## config.mk

```make
export PLATFORM = sky130hd
export DESIGN_NAME = line_slope_steering_controller
export DESIGN_NICKNAME = d
export VERILOG_FILES = /design/src/design/lssc_pkg.sv /design/src/design/lssc_datapath.sv /design/src/design/lssc_ctrl.sv /design/src/design/line_slope_steering_controller.sv
export SDC_FILE = /design/constraint.sdc
export NUM_CORES = 2
export LEC_CHECK = 0
export BUFFER_PORTS_ARGS = -buffer_cell sky130_fd_sc_hd__buf_2
export CAP_MARGIN = 25
export CORE_MARGIN = 2
export CORE_UTILIZATION = 40
export DETAILED_ROUTE_END_ITERATION = 6
export PLACE_DENSITY_LB_ADDON = 0.15
export SYNTH_ARGS = -nofsm -noshare
export SYNTH_HDL_FRONTEND = slang
export SYNTH_SLANG_ARGS = --single-unit
```

## constraint.sdc

```tcl
create_clock -name clk -period 14.3 [get_ports clk]
set_clock_uncertainty 0.2 [all_clocks]
set_input_delay 1.43 -clock clk [delete_from_list [all_inputs] [get_ports clk]]
set_output_delay 1.43 -clock clk [all_outputs]
set_load 0.005 [all_outputs]
```

## src/design/lssc_pkg.sv

```systemverilog
// ----------------------------------------------------------------------------
// lssc_pkg
// shared types and constants of the line slope steering controller
// ----------------------------------------------------------------------------
package lssc_pkg;

    typedef struct packed {
        logic [8:0] start_x;
        logic [7:0] start_y;
        logic [8:0] end_x;
        logic [7:0] end_y;
        logic       last_vector;
    } in_item_t;

    typedef struct packed {
        logic signed [15:0] steer_command;
        logic [6:0]         drive_speed;
    } out_item_t;

    typedef struct packed {
        logic [15:0] steer_gain_q8;
        logic [8:0]  min_vector_length;
        logic [15:0] min_slope_q8;
        logic [14:0] angle_limit;
        logic [6:0]  speed_pct;
    } cfg_t;

    localparam logic [2:0] CFG_GAIN      = 3'd0;
    localparam logic [2:0] CFG_MIN_LEN   = 3'd1;
    localparam logic [2:0] CFG_MIN_SLOPE = 3'd2;
    localparam logic [2:0] CFG_LIMIT     = 3'd3;
    localparam logic [2:0] CFG_SPEED     = 3'd4;

    // datapath commands
    typedef enum logic [3:0] {
        CMD_NONE,
        CMD_LOAD,      // capture item, form dx dy and tests
        CMD_SQRT_INIT,
        CMD_SQRT_STEP,
        CMD_DIV_INIT,  // term division
        CMD_DIV_STEP,
        CMD_ACCUM,
        CMD_MEAN_INIT, // mean division
        CMD_MUL1,
        CMD_MUL2,
        CMD_RESULT,
        CMD_CLEAR
    } cmd_t;

    typedef struct packed {
        logic keep;      // vector passes all tests and frame not full
        logic last;
    } status_t;

endpackage

```

## src/design/lssc_datapath.sv

```systemverilog
// ----------------------------------------------------------------------------
// lssc_datapath
// arithmetic: dx dy tests, serial square root, serial divider, accumulators
// ----------------------------------------------------------------------------
module lssc_datapath #(
    parameter int MAX_VECTORS = 64
) (
    input  logic              clk,
    input  logic              rst_n,
    input  lssc_pkg::cmd_t    cmd,
    input  lssc_pkg::in_item_t item,
    input  lssc_pkg::cfg_t    cfg,
    output lssc_pkg::status_t status,
    output lssc_pkg::out_item_t result
);
    import lssc_pkg::*;

    logic [9:0]  adx_reg, adx_next;
    logic [7:0]  ady_reg, ady_next;
    logic        neg_reg, neg_next;
    logic        keep_reg, keep_next;
    logic        last_reg, last_next;
    logic [8:0]  count_reg, count_next;

    // square root: radicand below 2^27, final root up to 14 bits,
    // partial root kept at radicand width
    logic [26:0] rad_reg, rad_next;
    logic [26:0] root_reg, root_next;
    logic [26:0] rbit_reg, rbit_next;

    // shared restoring divider: dividend up to 48 bits
    logic [47:0] quo_reg, quo_next;
    logic [24:0] rem_reg, rem_next;
    logic [23:0] dvs_reg, dvs_next;

    logic signed [47:0] wsum_reg, wsum_next;
    logic [23:0] lsum_reg, lsum_next;
    logic [39:0] prod_reg, prod_next;
    logic        rneg_reg, rneg_next;
    out_item_t   res_reg, res_next;

    logic signed [9:0] dx;
    logic signed [8:0] dy;
    logic [9:0]  adx_in;
    logic [7:0]  ady_in;
    logic [19:0] sq;
    logic [17:0] minsq;
    logic [24:0] slope_l, slope_r;
    logic [26:0] trial;
    logic [24:0] rshift;
    logic [47:0] mag, ang;
    logic [47:0] wabs;

    always_comb
    begin
        dx = $signed({1'b0, item.end_x}) - $signed({1'b0, item.start_x});
        dy = $signed({1'b0, item.end_y}) - $signed({1'b0, item.start_y});
        adx_in = dx[9] ? 10'(-dx) : 10'(dx);
        ady_in = dy[8] ? 8'(-dy) : 8'(dy);
        sq = 20'(adx_in) * 20'(adx_in) + 20'(ady_in) * 20'(ady_in);
        minsq = 18'(cfg.min_vector_length) * 18'(cfg.min_vector_length);
        slope_l = {7'd0, adx_in, 8'd0};
        slope_r = 25'(cfg.min_slope_q8) * 25'(ady_in);
        trial = root_reg + rbit_reg;
        rshift = {rem_reg[23:0], quo_reg[47]};
        mag = {quo_reg[47:0]};
        wabs = wsum_reg[47] ? 48'(-wsum_reg) : 48'(wsum_reg);
        ang = 48'(prod_reg) * 48'd100;
    end

    always_comb
    begin
        adx_next = adx_reg; ady_next = ady_reg; neg_next = neg_reg;
        keep_next = keep_reg; last_next = last_reg; count_next = count_reg;
        rad_next = rad_reg; root_next = root_reg; rbit_next = rbit_reg;
        quo_next = quo_reg; rem_next = rem_reg; dvs_next = dvs_reg;
        wsum_next = wsum_reg; lsum_next = lsum_reg; prod_next = prod_reg;
        rneg_next = rneg_reg; res_next = res_reg;
        case (cmd)
            CMD_LOAD:
            begin
                adx_next = adx_in;
                ady_next = ady_in;
                neg_next = (dx[9] != dy[8]);
                last_next = item.last_vector;
                keep_next = 1'b0;
                if (count_reg < 9'(MAX_VECTORS))
                begin
                    count_next = count_reg + 9'd1;
                    keep_next = (ady_in != 8'd0) && ({2'd0, minsq} < sq)
                        && (slope_l > slope_r);
                end
                rad_next = {sq[18:0], 8'd0};
            end
            CMD_SQRT_INIT:
            begin
                root_next = '0;
                rbit_next = 27'd1 << 26;
            end
            CMD_SQRT_STEP:
            begin
                if (rad_reg >= trial)
                begin
                    rad_next = rad_reg - trial;
                    root_next = (root_reg >> 1) + rbit_reg;
                end
                else
                    root_next = root_reg >> 1;
                rbit_next = rbit_reg >> 2;
            end
            CMD_DIV_INIT:
            begin
                quo_next = {16'd0, 24'(adx_reg) * 24'(root_reg[13:0]), 8'd0};
                rem_next = '0;
                dvs_next = {16'd0, ady_reg};
            end
            CMD_MEAN_INIT:
            begin
                quo_next = wabs;
                rem_next = '0;
                dvs_next = lsum_reg;
                rneg_next = wsum_reg[47];
            end
            CMD_DIV_STEP:
            begin
                if (rshift >= {1'b0, dvs_reg})
                begin
                    rem_next = rshift - {1'b0, dvs_reg};
                    quo_next = {quo_reg[46:0], 1'b1};
                end
                else
                begin
                    rem_next = rshift;
                    quo_next = {quo_reg[46:0], 1'b0};
                end
            end
            CMD_ACCUM:
            begin
                wsum_next = neg_reg ? wsum_reg - $signed(mag) : wsum_reg + $signed(mag);
                lsum_next = lsum_reg + 24'(root_reg[13:0]);
            end
            CMD_MUL1:
                // mean fits 24 bits: a length-weighted mean is no larger than the largest slope term
                prod_next = 40'(quo_reg[23:0]) * 40'(cfg.steer_gain_q8);
            CMD_MUL2:
                prod_next = 40'(ang >> 16);
            CMD_RESULT:
            begin
                res_next.drive_speed = cfg.speed_pct;
                if (lsum_reg == '0)
                    res_next.steer_command = '0;
                else if (prod_reg > 40'(cfg.angle_limit))
                    res_next.steer_command = rneg_reg ? 16'(cfg.angle_limit)
                                                      : -16'(cfg.angle_limit);
                else
                    res_next.steer_command = rneg_reg ? 16'(prod_reg) : -16'(prod_reg);
            end
            CMD_CLEAR:
            begin
                wsum_next = '0; lsum_next = '0; count_next = '0;
            end
            default: ;
        endcase
    end

    always_ff @(posedge clk or negedge rst_n)
    begin
        if (!rst_n)
        begin
            wsum_reg <= '0; lsum_reg <= '0; count_reg <= '0;
            keep_reg <= 1'b0; last_reg <= 1'b0;
        end
        else
        begin
            wsum_reg <= wsum_next; lsum_reg <= lsum_next; count_reg <= count_next;
            keep_reg <= keep_next; last_reg <= last_next;
        end
    end

    always_ff @(posedge clk)
    begin
        adx_reg <= adx_next; ady_reg <= ady_next; neg_reg <= neg_next;
        rad_reg <= rad_next; root_reg <= root_next; rbit_reg <= rbit_next;
        quo_reg <= quo_next; rem_reg <= rem_next; dvs_reg <= dvs_next;
        prod_reg <= prod_next; rneg_reg <= rneg_next; res_reg <= res_next;
    end

    assign status = '{keep: keep_reg, last: last_reg};
    assign result = res_reg;
endmodule

```

## src/design/lssc_ctrl.sv

```systemverilog
// ----------------------------------------------------------------------------
// lssc_ctrl
// sequencer: handshakes and step order of the datapath
// ----------------------------------------------------------------------------
module lssc_ctrl (
    input  logic              clk,
    input  logic              rst_n,
    input  logic              in_valid,
    output logic              in_stall,
    output logic              out_valid,
    input  logic              out_stall,
    input  lssc_pkg::status_t status,
    output lssc_pkg::cmd_t    cmd
);
    import lssc_pkg::*;

    typedef enum logic [3:0] {
        S_IDLE, S_TEST, S_SQRT, S_TDIV, S_ACC, S_FIN, S_MDIV, S_MUL1, S_MUL2,
        S_RES, S_OUT
    } state_t;

    state_t     state_reg, state_next;
    logic [5:0] cnt_reg, cnt_next;
    logic       ov_reg, ov_next;

    always_comb
    begin
        state_next = state_reg;
        cnt_next = cnt_reg;
        ov_next = ov_reg;
        cmd = CMD_NONE;
        case (state_reg)
            S_IDLE:
                if (in_valid && !ov_reg)
                begin
                    cmd = CMD_LOAD;
                    state_next = S_TEST;
                end
            S_TEST:
                if (status.keep)
                begin
                    cmd = CMD_SQRT_INIT;
                    cnt_next = 6'd13;
                    state_next = S_SQRT;
                end
                else
                    state_next = S_FIN;
            S_SQRT:
            begin
                cmd = CMD_SQRT_STEP;
                cnt_next = cnt_reg - 6'd1;
                if (cnt_reg == 6'd0)
                    state_next = S_TDIV;
            end
            S_TDIV:
            begin
                cmd = CMD_DIV_INIT;
                cnt_next = 6'd47;
                state_next = S_ACC;
            end
            S_ACC:
            begin
                cmd = CMD_DIV_STEP;
                cnt_next = cnt_reg - 6'd1;
                if (cnt_reg == 6'd0)
                    state_next = S_FIN;
            end
            S_FIN:
            begin
                if (cnt_reg == 6'd63)
                    cmd = CMD_NONE;
                if (status.keep && cnt_reg != 6'd62)
                begin
                    cmd = CMD_ACCUM;
                    cnt_next = 6'd62;
                end
                else if (!status.last)
                    state_next = S_IDLE;
                else
                begin
                    cmd = CMD_MEAN_INIT;
                    cnt_next = 6'd47;
                    state_next = S_MDIV;
                end
            end
            S_MDIV:
            begin
                cmd = CMD_DIV_STEP;
                cnt_next = cnt_reg - 6'd1;
                if (cnt_reg == 6'd0)
                    state_next = S_MUL1;
            end
            S_MUL1:
            begin
                cmd = CMD_MUL1;
                state_next = S_MUL2;
            end
            S_MUL2:
            begin
                cmd = CMD_MUL2;
                state_next = S_RES;
            end
            S_RES:
            begin
                cmd = CMD_RESULT;
                state_next = S_OUT;
            end
            S_OUT:
            begin
                cmd = CMD_CLEAR;
                ov_next = 1'b1;
                state_next = S_IDLE;
            end
            default: state_next = S_IDLE;
        endcase
        if (ov_reg && !out_stall)
            ov_next = 1'b0;
    end

    always_ff @(posedge clk or negedge rst_n)
    begin
        if (!rst_n)
        begin
            state_reg <= S_IDLE;
            cnt_reg <= '0;
            ov_reg <= 1'b0;
        end
        else
        begin
            state_reg <= state_next;
            cnt_reg <= cnt_next;
            ov_reg <= ov_next;
        end
    end

    assign in_stall = (state_reg != S_IDLE) || ov_reg;
    assign out_valid = ov_reg;
endmodule

```

## src/design/line_slope_steering_controller.sv

```systemverilog
// ----------------------------------------------------------------------------
// line_slope_steering_controller
// length-weighted line slope to steering angle and drive speed
// ----------------------------------------------------------------------------
// One vector is taken at a time. A kept vector passes through the 14-step
// square root and the 48-step shared restoring divider; a rejected vector
// skips both. The frame's last vector adds 48 divider steps for the mean,
// the MUL1 and MUL2 multiply steps, a result step and a clear step. The result
// waits in an output register; no new vector is taken until it is delivered.
module line_slope_steering_controller #(
    parameter int MAX_VECTORS = 64
) (
    input  logic                 clk,
    input  logic                 rst_n,
    input  logic                 in_valid,
    output logic                 in_stall,
    input  lssc_pkg::in_item_t   in_data,
    output logic                 out_valid,
    input  logic                 out_stall,
    output lssc_pkg::out_item_t  out_data,
    input  logic                 cfg_we,
    input  logic [2:0]           cfg_index,
    input  logic [15:0]          cfg_data
);
    import lssc_pkg::*;

    cfg_t    cfg_reg;
    cmd_t    cmd;
    status_t status;

    // configuration registers, reset to the defaults
    always_ff @(posedge clk or negedge rst_n)
    begin
        if (!rst_n)
        begin
            cfg_reg.steer_gain_q8     <= 16'd16896;
            cfg_reg.min_vector_length <= 9'd35;
            cfg_reg.min_slope_q8      <= 16'd51;
            cfg_reg.angle_limit       <= 15'd8000;
            cfg_reg.speed_pct         <= 7'd100;
        end
        else if (cfg_we)
        begin
            case (cfg_index)
                CFG_GAIN:      cfg_reg.steer_gain_q8     <= cfg_data;
                CFG_MIN_LEN:   cfg_reg.min_vector_length <= cfg_data[8:0];
                CFG_MIN_SLOPE: cfg_reg.min_slope_q8      <= cfg_data;
                CFG_LIMIT:     cfg_reg.angle_limit       <= cfg_data[14:0];
                CFG_SPEED:     cfg_reg.speed_pct         <= cfg_data[6:0];
                default: ;
            endcase
        end
    end

    lssc_ctrl u_ctrl (
        .clk, .rst_n, .in_valid, .in_stall, .out_valid, .out_stall,
        .status, .cmd
    );

    lssc_datapath #(.MAX_VECTORS(MAX_VECTORS)) u_dp (
        .clk, .rst_n, .cmd, .item(in_data), .cfg(cfg_reg), .status,
        .result(out_data)
    );
endmodule

```

==> results by group <==
Power and ir drop
  – VDD IR max: 0.911 mV
  – LEAKAGE: 0.0305 µW
  – Pwr dens: 259 nW/µm²

Timing
  – Actual slew at the worst max-slew pin: 1.07 ns
  – Count of final setup violators: 0
  – Post-route setup TNS: 0 ns
  – Slew Viols, Final: 0
  – Fin crit share: roughly three quarters
  – RSZ-0062 raised after global routing: no
  – Max Clk Rate: 95.0 MHz
  – Max transition margin: 28.4%
  – Tmin final: between 10 and 15 ns
  – Final hold vios: 0
  – Hold WS: 0.252 ns

Routing
  – Wire per inst: 18.8 µm
  – Iter 0 DRT Violations: about 2500
  – Routed wire length: 157 mm
  – Post-DRT Antenna Nets: 0
  – # DRC: 0
  – DRT Pass-1 Iters: 5
  – Routed vias: 44200
  – Via/cell ratio: roughly 5.3

Critical path
  – CP peak stage delay: between 0.5 and 0.6 ns
  – Reg2Reg Capture Point: u_dp.prod_reg[37]
  – Critical path peak fanout: 22
  – Crit path arrival time: 10.84 ns
  – Crit start category: primary input
  – WP data required: about 15 ns
  – Crit path capture type: flip-flop
  – Reg2Reg Depth: 21
  – Crit-path slowest cell: inv_1
  – Worst R2R Start: u_dp.mag[16]
  – Critical path class: primary input to flip-flop
  – R2R setup slack: 6.11 ns

Logic synthesis
  – Register area share after synthesis: 19.6%
  – Yosys top cell by area: fa_1
  – Synth top area share: between 20% and 30%
  – Largest family of logic cells by synthesized area: adder cells
  – Most frequent cell after synthesis: inv_1
  – Unique cell type count in the Yosys netlist: between 80 and 90
  – Number of synthesized flops with an enable pin: 247
  – Multiplexer area fraction after synthesis: 1.85%
  – Synth top cells by count: inv_1 (1012), nand2_1 (724), ha_1 (673)
  – Post-synthesis simple-gate area fraction: 15.4%
  – Post-synthesis average cell area: 9.00 µm²
  – Synth Area in Compound Gates: 11.6%
  – Post-Synth Adder-Cell Area: a little under two fifths
  – Yosys warnings: 0
  – Post-synthesis cell area: around 58000 µm²
  – Synth top area cells: fa_1 (23%), ha_1 (14%), edfxtp_1 (13%)
  – Post-synthesis sequential element count: 404
  – Synth Area in XOR/XNOR: 6.33%
  – Async SR Flop Fraction: between 30% and 40%
  – Mapped Cells: around 6500
  – Top_reg_cell synth: edfxtp_1

GRT
  – Initial antenna violation count: 3
  – Remaining global-route overflow: 0
  – Pin count of the biggest net entering global routing: 73
  – Global-route wire length before repair: approximately 250 mm
  – Tot GR Track Use: 21.6%
  – Vias in the first global route: roughly 45000

Clocking
  – Post-CTS Setup Bufs: 0
  – Longest Clk Path Bufs: 3
  – Root Driver: clkbuf_16
  – TritonCTS Buffers: ~50
  – Clk sinks: between 400 and 500
  – CTS tree: yes
  – Clk_lat worst skew: about 0.65 ns
  – Clk pin slew, worst setup/hold paths: 0.06 ns
  – PostCTS Resize Cnt: 0
  – Post-CTS Hold Buffers: 0
  – H-tree levels: 2

Floorplanning
  – Die width: 385 µm
  – I/O pin total: 84
  – Die footprint: 148000 µm²
  – Chip height: 385 µm
  – # rows: 139
  – Initial core utilization: 40.4%
  – Total core area: 144000 µm²

Min path
  – Hold_sp: cfg_reg[3]
  – WHS Endpoint: u_dp.result[3]
  – HP Class: flip-flop to flip-flop
  – Hold path depth: 0

Cells and area
  – Layout cells sized above 1: ~6.1%
  – Filler cells: 14200
  – Final instance area: around 63000 µm²
  – Area growth from synthesis to layout: 7.74%
  – Layout net count: a little under 8000
  – Max reg flops: 63
  – Final core utilization: 43.5%

Placed design
  – Routability-driven placement congestion ratio: 0.863
  – Dpl cell area: 60800 µm²
  – Detail Placement HPWL: 121 mm
  – Port bufs: 83

Job
  – Max-cap violations: 0

Run status
  – Status: complete, no violations
area by class of cell:
cell class / count / area (µm²) / share of cell area (%)
clock buffer: 59 / 1360 / 2.17
tap: 1903 / 2380 / 3.81
inverter: 1012 / 3800 / 6.07
timing repair buffer: 167 / 1050 / 1.68
antenna: 1 / 2.50 / 0.00400
sequential: 404 / 11400 / 18.2
clock inverter: 36 / 450 / 0.720
multi-input combinational: 4807 / 42200 / 67.4
cell families after synthesis:
logic type,after synthesis
AND/OR/NAND/NOR,1872
adder cells (fa/ha/maj),1330
buffers and inverters,1251
AO/OA/AOI/OAI,1079
XOR/XNOR,420
flip-flops,404
multiplexers,98
other,2
placed cells by master, fill, tap and decap left out, types with 18 or more instances in the layout:
master and count:
inv_1 1012, nand2_1 723, ha_1 673, fa_1 657, nor2_1 344, o21ai_0 305
and2_1 296, a21oi_1 273, edfxtp_1 247, xnor2_1 228, xor2_1 189, dfrtp_1 139
a21o_1 131, nand3_1 116, buf_4 84, buf_2 82, nor3_1 69, mux2_2 64
nor2b_1 56, nand2b_1 54, clkbuf_16 52, a211oi_1 50, a31oi_1 47, and3_1 44
o21bai_1 39, o31ai_1 38, nand4_1 37, mux2i_1 33, o21a_1 32, nor4_1 30
or3_1 25, dfstp_2 18
metrics by stage:
| stage | total power, µW | std cells | worst slack (ns) |
|---|---|---|---|
| after global routing | 18100 | 8388 | 2.97 |
| after floorplan | 11600 | 6462 | 4.26 |
| after CTS | 16200 | 8388 | 3.87 |
| final | 16200 | 8389 | 3.77 |
| after global placement | 14600 | 8293 | 3.36 |
| after detailed placement | 14600 | 8293 | 3.19 |
power by group:
part	leakage, µW	switching (µW)	internal (µW)
Clock	0.000856	594	831
Combinational	0.0253	7640	5400
Sequential	0.00435	86.4	1630
worst max-delay path, delay by kind of cell:
kind / cells / cell delay [ns]
AO/OA/AOI/OAI: 12 / 2.35
buffers and inverters: 5 / 0.85
adder cells (fa/ha/maj): 9 / 3.65
AND/OR/NAND/NOR: 7 / 1.62
XOR/XNOR: 3 / 0.92
routing by layer:
layer  up-vias  GRT usage, %  part of all wire (%)
met5         -             0                     0
met4         0          4.96                   2.3
met3       143          2.81                   4.5
met2       805          35.5                    46
met1     22000          30.1                    47
li1      21200             -                     -
how the worst max path moves through the flow:
stage	start	end	slack, ns	cells after the start
finish	in_data[19]	u_dp.keep_reg	3.77	36
global route	in_data[19]	u_dp.keep_reg	2.97	36
CTS	in_data[27]	u_dp.keep_reg	3.87	37
detailed placement	in_data[27]	u_dp.keep_reg	3.19	37
global placement	in_data[1]	u_dp.keep_reg	3.36	37
floorplan	in_data[1]	u_dp.keep_reg	4.26	37
No activity file was read; power rests on OpenSTA's default activity.
